**config.mk**
```make
export PLATFORM = sky130hd
export DESIGN_NAME = hmnm_divider
export DESIGN_NICKNAME = d
export VERILOG_FILES = /design/src/design/hmnm_pkg.sv /design/src/design/hmnm_divider.sv
export SDC_FILE = /design/constraint.sdc
export NUM_CORES = 1
export LEC_CHECK = 0
export ABC_AREA = 1
export BUFFER_PORTS_ARGS = -buffer_cell sky130_fd_sc_hd__buf_4
export CORE_MARGIN = 8
export CORE_UTILIZATION = 30
export DETAILED_ROUTE_END_ITERATION = 12
export PLACE_DENSITY = 0.49
export SYNTH_ARGS = -nofsm -noshare
export SYNTH_HDL_FRONTEND = slang
export SYNTH_SLANG_ARGS = --single-unit
```
**constraint.sdc**
```tcl
create_clock -name clk -period 4.1 [get_ports clk]
set_input_delay 0.615 -clock clk [delete_from_list [all_inputs] [get_ports clk]]
set_output_delay 0.615 -clock clk [all_outputs]
set_load 0.01 [all_outputs]
```
**src/design/hmnm_pkg.sv**
```systemverilog
// ----------------------------------------------------------------------------
// Height map to normal map package
// Shared types, constants and codes for the Sobel normal unit.
// ----------------------------------------------------------------------------
package hmnm_pkg;

    localparam int DEF_MAX_WIDTH  = 256;
    localparam int DEF_MAX_HEIGHT = 256;
    localparam int CFG_W          = 9;
    localparam int COORD_W        = 8;
    localparam int SAMPLE_W       = 8;
    localparam int GRAD_W         = 12;   // |g| <= 1020
    localparam int SQ_W           = 22;   // 2*1020^2 + 65025 < 2^22
    localparam int LEN_W          = 11;   // sqrt < 2^11
    localparam int NUM_W          = 20;   // 255 * 2*2^11 < 2^20
    localparam int QUO_W          = 8;

    localparam logic [CFG_W-1:0] SIZE_LIMIT = 9'd256;

    localparam logic [0:0] REQ_WRITE   = 1'b0;
    localparam logic [0:0] REQ_COMPUTE = 1'b1;

    localparam logic [0:0] REG_WIDTH  = 1'b0;
    localparam logic [0:0] REG_HEIGHT = 1'b1;

    typedef enum logic [3:0] {
        ST_IDLE,
        ST_FETCH,
        ST_ACCUM,
        ST_SQUARE,
        ST_SQRT,
        ST_DIV_SETUP,
        ST_DIV,
        ST_DONE
    } state_t;

    typedef struct packed {
        logic [COORD_W-1:0] normal_x;
        logic [COORD_W-1:0] normal_y;
        logic [COORD_W-1:0] normal_z;
        logic               bad_coordinate;
    } result_t;

    typedef struct packed {
        logic               req_type;
        logic [COORD_W-1:0] col;
        logic [COORD_W-1:0] row;
        logic [COORD_W-1:0] height_value;
    } request_t;

    typedef struct packed {
        logic [CFG_W-2:0]   index;
        logic [CFG_W-1:0]   data;
    } cfg_write_t;

endpackage

```
**src/design/hmnm_divider.sv**
```systemverilog
// ----------------------------------------------------------------------------
// Restoring divider
// Shared iterative unit: one quotient bit per cycle, eight-bit quotient.
// ----------------------------------------------------------------------------
module hmnm_divider
    import hmnm_pkg::*;
(
    input  logic             clk,
    input  logic             rst_n,
    input  logic             start,
    input  logic [NUM_W-1:0] numer,
    input  logic [LEN_W:0]   denom,
    output logic             busy,
    output logic [QUO_W-1:0] quotient
);

    // quotient fits in 8 bits, so compare against the denominator shifted from bit 7 down
    logic [NUM_W-1:0] rem_reg, rem_next;
    logic [QUO_W-1:0] quo_reg, quo_next;
    logic [3:0]       step_reg, step_next;
    logic [LEN_W:0]   den_reg;
    logic [NUM_W:0]   trial;

    always_comb
    begin
        rem_next  = rem_reg;
        quo_next  = quo_reg;
        step_next = step_reg;
        trial     = {1'b0, rem_reg} -
                    ({{(NUM_W-LEN_W){1'b0}}, den_reg} << step_reg[2:0]);
        if (start)
        begin
            rem_next  = numer;
            quo_next  = '0;
            step_next = 4'd8;
        end
        else if (step_reg != 4'd0)
        begin
            step_next = step_reg - 4'd1;
        end
        if (!start && step_reg != 4'd0)
        begin
            trial = {1'b0, rem_reg} -
                    ({{(NUM_W-LEN_W){1'b0}}, den_reg} << (step_reg[2:0] - 3'd1));
            if (!trial[NUM_W])
            begin
                rem_next = trial[NUM_W-1:0];
                quo_next = {quo_reg[QUO_W-2:0], 1'b1};
            end
            else
            begin
                quo_next = {quo_reg[QUO_W-2:0], 1'b0};
            end
        end
    end

    always_ff @(posedge clk or negedge rst_n)
    begin
        if (!rst_n)
        begin
            step_reg <= '0;
        end
        else
        begin
            step_reg <= step_next;
        end
    end

    always_ff @(posedge clk)
    begin
        rem_reg <= rem_next;
        quo_reg <= quo_next;
        if (start)
        begin
            den_reg <= denom;
        end
    end

    assign busy     = (step_reg != 4'd0);
    assign quotient = quo_reg;

endmodule

```
[Word-level counts from Yosys, hierarchy flattened]
Index checks and enable logic that the tools add are counted.
Cells by class
  add/sub/neg operators: 3
  shifts and indexed selects: 1
  mux-type cells: 8
  reduce and logical (&&, ||, !) cells: 5
Operators by type and width (count)
  two-way mux 20 bit: 3
  left shift 12 x 3 -> 21 bit: 1
  subtractor 20 x 21 -> 21 bit: 1
  two-way mux 8 bit: 2
  two-way mux 4 bit: 2
  nonzero test 2 bit: 2
  nonzero test 4 bit: 1
  subtractor 4 x 1 -> 4 bit, second input constant: 1
  subtractor 3 x 1 -> 3 bit, second input constant: 1
  logical AND 1 bit: 1
  zero test 1 bit: 1
  two-way mux 1 bit: 1
Storage, ports and cells
  register bits: 44
  bits of input ports: 35
  output and inout bits: 9
  logic and storage cells: 21

[Depth between registers and ports, before layout]
Gate-level depths: netlist of run 1.
  depth in word-level cells: 5
  mapped depth: 24
  gate-level depth less buffers: 21

[Worst setup path before layout of run 1]
OpenSTA, ideal clock, no wires.
  kind: reg-to-reg
  start point: register step_reg[0]
  end point: register rem_reg[10]
  library setup time: 0.117 ns
  arrival time: 3.179 ns
  data required time: 3.983 ns
  path slack: 0.804 ns
  cell stages (with the launch flop): 21
  buffers on the path: 6
  period minus slack after synthesis: 3.296 ns
  cells stage by stage: dfrtp_1 -> buf_2 -> inv_1 -> buf_2 -> ha_1 -> xor2_1 -> clkbuf_1 -> clkbuf_1 -> nor4_1 -> ha_1 -> fa_1 -> inv_1 -> nand3_1 -> nand3_1 -> nand3b_1 -> nand3_2 -> nand2_2 -> buf_6 -> buf_6 -> nand2_1 -> o21ai_1
On the way
  cells in the longest elaborated chain, start to end: 5
  elaborated cells between the ends (all ways): 7
  classes of those cells: add/sub (2); shift (1); mux (2); reduce/logical (2)
RTL lines
  start: declaration: line hmnm_divider.sv:20  | logic [3:0] step_reg, step_next;
  start signal: assignment: line hmnm_divider.sv:65  | step_reg <= step_next;
  subtractor 3 x 1 -> 3 bit: line hmnm_divider.sv:44  | ({{(NUM_W-LEN_W){1'b0}}, den_reg} << (step_reg[2:0] - 3'd1));
  left shift 12 x 3 -> 21 bit: line hmnm_divider.sv:44
  subtractor 20 x 21 -> 21 bit: line hmnm_divider.sv:43  | trial = {1'b0, rem_reg} -
  two-way mux 20 bit: line hmnm_divider.sv:45  | if (!trial[NUM_W])
  two-way mux 20 bit *: line hmnm_divider.sv:41  | if (!start && step_reg != 4'd0)
  named net rem_next[10]: line hmnm_divider.sv:18  | logic [NUM_W-1:0] rem_reg, rem_next;
  end signal: assignment: line hmnm_divider.sv:71  | rem_reg <= rem_next;
  end: declaration: line hmnm_divider.sv:18
Mark *: on every way through the listed nets, which the timed path passes. The rest lies on a longest branch.
A chain may end at the register's enable or synchronous reset.

[Final worst setup path of run 1]
  start point: register step_reg[0]
  end point: register rem_reg[8]
The elaborated chain is that of the path after synthesis.

==> results.toml, run 1 <==
[worst_setup_path]
critPathLaunchType = "flip-flop"
worst-endpoint-required_ns = 4.34
path_class = "flip-flop to flip-flop"
end_kind = "flip-flop"
cp_data_arrival_time_ns = 3.61
critical_path.max_fanout = 16

[die]
floorplan.die.height_um = 125.5
io_pins = 44
floorplan.die_area_um2 = 15750
std_cell_rows = 40
chipWidth_um = 125.5
core_um2 = 11860
start_util = 0.3032

[cells_and_area]
final_nets = 674
layout_commonest_cell = "nand2_1"
stdcell_count = 765
fill_cells = 1328
diodes = 0
drive_above_1_share = 0.1246
area.growth.synth_to_final_pct = 17.57
most-common-layout-cells = "nand2_1 (265), inv_1 (83), buf_4 (47), nor2_1 (38), nand3_1 (28)"
largest_register_ffs = 20

[yosys]
yosysTopAreaCell = "nand2_1"
yosysWarnings = 0
seq_area_frac_synth = 0.3062
synth_cell_types = 37
asyncSetResetFlopFracSynth = 0.09091
syn_inst = 579
synth_top_area_share = 0.2766
syn_area_per_cell_um2 = 6.211
ys_top_cells_by_area = "nand2_1 (28%), edfxtp_1 (17%), dfxtp_1 (11%)"
syn-cell-area_um2 = 3596
synth.ff_latch_count = 44
count_of_flip_flops_with_a_built_in_enable_after_synthesis = 20
synth-main-ff-cell = "edfxtp_1"
syn-num-nets = 636

[clocking]
cts_tree = "done"
clock_latency_ns = 0.29
buffer_type_at_the_clock_tree_root = "clkbuf_16"
cts.sinks = 44
htree_num_levels = 2
post_cts_resized = 0
cts.hold.buffers_added = 0
clk_transition_reported_paths_ns = 0.07
cts_inserted_buffers = 5
cts_setup_buffers = 0
cts-root-to-sink-buffers = 2

[job]
max_cap_viol_count = 0

[timing]
maxSlewHeadroom = 0.5371
timing.final.crit_share = 0.8238
worst-slew-pin-transition_ns = 0.6935
hold_violations = 0
setup_viol = 0
maxClockFrequency_ghz = 0.2961
clock-skew-final_ns = 0.009238
timing.final.max_slew_violations = 0
rsz0062_at_grt = "false"
layout_min_cycle_time_ns = 3.377
timing.setup.tns_ns = 0

[drt]
dr_total_vias = 3432
postRouteWirelength_um = 9733
via_per_inst = 4.486
drt_first_pass_iters = 5
post_route_drc = 0
detail_route.iter0.violations = 121
routed_wire_length_per_instance_um = 12.72
postRouteAntennaNets = 0

[global_routing]
grt_use_total = 0.1288
number_of_antenna_violations_at_the_first_check_in_global_routing = 0
grt_max_degree = 36
grt_pass1_vias = 3565
wire_length_of_the_first_global_routing_pass_um = 16680
global_route_overflow = 0

[min_path]
path_category_of_the_worst_min_delay_check = "input pin to asynchronous set/reset pin"

[place]
gp_congestion = 0.8943
post-dp-hpwl_um = 7937
post-place-cells = 757
numPortBuffers = 43

[status]
run_status = "completed"
## Yosys cell counts (5+ instances only)
| cell | count |
|---|---|
| edfxtp_1 | 20 |
| nand3_1 | 28 |
| nand2_2 | 5 |
| a21oi_1 | 10 |
| clkbuf_1 | 10 |
| o21ai_0 | 26 |
| dfxtp_1 | 20 |
| ha_1 | 21 |
| o21ai_2 | 7 |
| inv_1 | 83 |
| nor2_1 | 38 |
| nand2_1 | 265 |
| xor2_1 | 5 |
## stage by stage
stage	setup slack [ns]	cell area (um^2)	utilization	hold WS, ns
after detailed placement	0.7072	4060	0.3423	0.4176
after floorplan	0.8045	3596	-	0.3194
after global placement	0.7269	4060	0.3423	0.4152
after CTS	0.6998	4228	0.3564	0.1068
after global routing	0.2539	4228	0.3564	0.1047
final	0.7225	4228	0.3564	0.1130
## metal layers
layer  share of wire  routed length (um)  global-route usage
met2            0.46                4512              0.2247
met4           0.017                 164             0.04083
met3           0.031                 301             0.02210
met5               0                   0                   0
met1            0.49                4754              0.1570
## critical path, stage by stage, from the launching register on
cell	delay, ns
dfrtp_1	0.37
inv_1	0.29
ha_1	0.31
inv_1	0.29
o21ai_0	0.22
nand2_1	0.09
o21ai_0	0.14
ha_1	0.41
nand2_1	0.15
nor2_4	0.12
inv_2	0.05
nor2_2	0.12
nand3b_1	0.10
nand3_2	0.10
nand2_2	0.07
inv_1	0.31
nand2_1	0.11
nand2_1	0.07
## cell type report
type                            count  area, um^2  area share
Timing Repair Buffer               48       372.9     0.08819
Multi-Input combinational cell    434        2087      0.4936
Tap cell                          147       183.9     0.04350
Sequential cell                    44        1101      0.2604
Inverter                           84       315.3     0.07458
Clock buffer                        5       125.1     0.02959
Clock inverter                      3       42.54     0.01006
## final timing paths
kind / cells after the start / startpoint / slack [ns] / to
max: 17 / step_reg[0] / 0.72 / rem_reg[8]
min: 1 / rst_n / 0.11 / step_reg[0]
max reg2reg: 17 / step_reg[0] / 0.72 / rem_reg[8]
min reg2reg: 4 / rem_reg[16] / 0.56 / rem_reg[16]
max in group asynchronous: 1 / rst_n / 3.89 / step_reg[2]
min in group clk: 1 / denom[10] / 0.50 / den_reg[10]
## kinds of logic after synthesis
group                      synth area share
buffers and inverters                0.1134
DFF                                  0.3062
and+or+nand+nor                      0.3890
adders and majority gates           0.07864
AOI/OAI and AO/OA                   0.08247
muxes                              0.008351
xor gates and xnor gates            0.02192
Power of run 1 is not shown: default switching activity piles up to over one toggle a cycle in this logic, so the estimate is an artifact.
==> run 2: changes to the inputs <==
--- a/config.mk
+++ b/config.mk
@@ -10,7 +10,7 @@
 export CORE_MARGIN = 8
 export CORE_UTILIZATION = 30
 export DETAILED_ROUTE_END_ITERATION = 12
-export PLACE_DENSITY = 0.49
+export PLACE_DENSITY = 0.5
 export SYNTH_ARGS = -nofsm -noshare
 export SYNTH_HDL_FRONTEND = slang
 export SYNTH_SLANG_ARGS = --single-unit
==> constraint.sdc (replaced) <==
create_clock -name clk -period 2.8 [get_ports clk]
set_input_delay 0.42 -clock clk [delete_from_list [all_inputs] [get_ports clk]]
set_output_delay 0.42 -clock clk [all_outputs]
set_load 0.01 [all_outputs]
==> run 2 against run 1 <==
Final area increased by 27%. Via count increased by 12%. Utilization increased by 9.8 points. Critical path depth decreased by 3. Flip-flop and latch count unchanged. Wire length increased by 19%. Critical path type unchanged. Count of clock-buffer cells in the layout increased by 2. Clock skew decreased by 0.0012 ns. The run now ends with negative setup slack left. Fmax increased by 18%. Worst hold slack improved by 0.19 ns. Non-clock buffer count increased by 73. Cell count increased by 9.7%.
==> results.toml, run 2 (synthesis gave the netlist of run 1 again) <==
[status]
run_status = "complete, but fails checks"
violations = "negative setup slack"

[place]
gp_congestion = 0.8397
numPortBuffers = 43
post-dp-hpwl_um = 8654

[die]
floorplan.die_area_um2 = 15750
start_util = 0.3032
std_cell_rows = 40
chipWidth_um = 125.5
io_pins = 44
core_um2 = 11860
floorplan.die.height_um = 125.5

[timing]
timing.final.crit_share = 1.025
layout_min_cycle_time_ns = 2.870
maxClockFrequency_ghz = 0.3485
timing.setup.tns_ns = -0.4030
clock-skew-final_ns = 0.007989
setup_viol = 15
maxSlewHeadroom = 0.6143
worst-slew-pin-transition_ns = 0.5768
timing.final.max_slew_violations = 0
hold_violations = 0
setup_ws_ns = -0.06985
finalHoldWorstSlack_ns = 0.3042
rsz0062_at_grt = "true"

[global_routing]
grt_use_total = 0.1458
global_route_overflow = 0
number_of_antenna_violations_at_the_first_check_in_global_routing = 0
wire_length_of_the_first_global_routing_pass_um = 18790
grt_max_degree = 35
grt_pass1_vias = 3848

[clocking]
cts.sinks = 44
cts_inserted_buffers = 5
buffer_type_at_the_clock_tree_root = "clkbuf_16"
htree_num_levels = 2
cts_tree = "done"
clk_transition_reported_paths_ns = 0.07
clock_latency_ns = 0.29
cts-root-to-sink-buffers = 2

[worst_setup_path]
path_class = "flip-flop to flip-flop"
slowest_delay_ns = 0.40
worstPathCellList = "inv_4 -> ha_4 -> xor2_4 -> buf_12 -> nor4_4 -> ha_2 -> fa_2 -> inv_2 -> nand3_2 -> nand3_4 -> nand3b_1 -> nand3_4 -> nand2_8 -> clkinvlp_4"
cp_top_family = "simple AND/OR/NAND/NOR gates"
r2r.worst_path.cells = 14
timing.critical_path.depth = 14
worst-endpoint-required_ns = 2.79
timing.critical_path.slowest_stage_cell = "dfrtp_1"
end_kind = "flip-flop"
timing.critical_path.mode_cell = "nand3_4"
critical_path.max_fanout = 10
critPathLaunchType = "flip-flop"
cp_data_arrival_time_ns = 2.86
worst-path-buf-inv = 4

[drt]
via_per_inst = 4.579
postRouteWirelength_um = 11630
postRouteAntennaNets = 0
post_route_drc = 0
routedLengthMet1_um = 5359
met2WireLength_um = 5434
drt_first_pass_iters = 5
detail_route.iter0.violations = 242
dr_total_vias = 3842
routed_wire_length_per_instance_um = 13.86
wl_met3_um = 587
topRoutingLayerUsed = "met4"

[job]
max_cap_viol_count = 0

[min_path]
timing.hold.worst_path_depth = 1
path_category_of_the_worst_min_delay_check = "input pin to flip-flop"

[cells_and_area]
final_nets = 748
most-common-layout-cells = "nand2_1 (233), buf_4 (108), inv_1 (76), nand2_2 (32), nor2_1 (29)"
multi_input_area_um2 = 2595
largest_register_ffs = 20
area.growth.synth_to_final_pct = 49.90
diodes = 0
register_area_um2 = 1101
fill_cells = 1180
layout_commonest_cell = "nand2_1"
drive_above_1_share = 0.3410
run 2: changes by cell type in the layout (fill, tap and decap cells not counted), sizes merged:
cell,change
inv,-1
bufinv,-1
buf,+69
clkbuf,+5
clkinvlp,+1
dlygate4sd3,+1
run 2: final timing paths:
| path | endpoint | slack, ns | start |
|---|---|---|---|
| hold reg to reg | rem_reg[4] | 0.56 | rem_reg[4] |
| setup / recovery | quotient[0] | -0.07 | step_reg[0] |
| setup reg to reg | quotient[0] | -0.07 | step_reg[0] |
| min in group asynchronous | step_reg[0] | 0.47 | rst_n |
| hold / removal | den_reg[10] | 0.30 | denom[10] |
| max in group asynchronous | step_reg[1] | 2.23 | rst_n |
run 2: final cells by class:
class                      count  area share
inverter                      84     0.06105
clock inverter                 1    0.001625
clock buffer                   7     0.02461
sequential                    44      0.2043
multi-input combinational    434      0.4814
tap                          147     0.03412
timing repair buffer         121      0.1915
timing repair inverter         1    0.001393
run 2: through the flow:
step           instances  instance area [um^2]  setup WS, ns  utilization
2_1_floorplan        579                  3684      -0.03556            -
5_1_grt              839                  5390       -0.2095       0.4544
6_report             839                  5390      -0.06985       0.4544
3_3_place_gp         814                  4549       -0.1487       0.3835
3_5_place_dp         814                  4549       -0.1530       0.3835
4_1_cts              829                  4960      0.004188       0.4181
run 2: timing repair:
item / CTS / global route
hold buffers: 1 / 0
resized for setup: 39 / 90
buffers inserted: 4 / 7
pin swaps: 5 / 28
cloned: 2 / 4
hold endpoints to repair: 4 / 0
setup endpoints to repair: 21 / 21
run 2: routing by layer:
metal / track usage / vias to the layer above
met2: 0.2460 / 101
li1: - / 2008
met4: 0.03940 / 0
met3: 0.02635 / 21
met5: 0 / -
met1: 0.1860 / 1712
Power of run 2 is left out for the same reason.
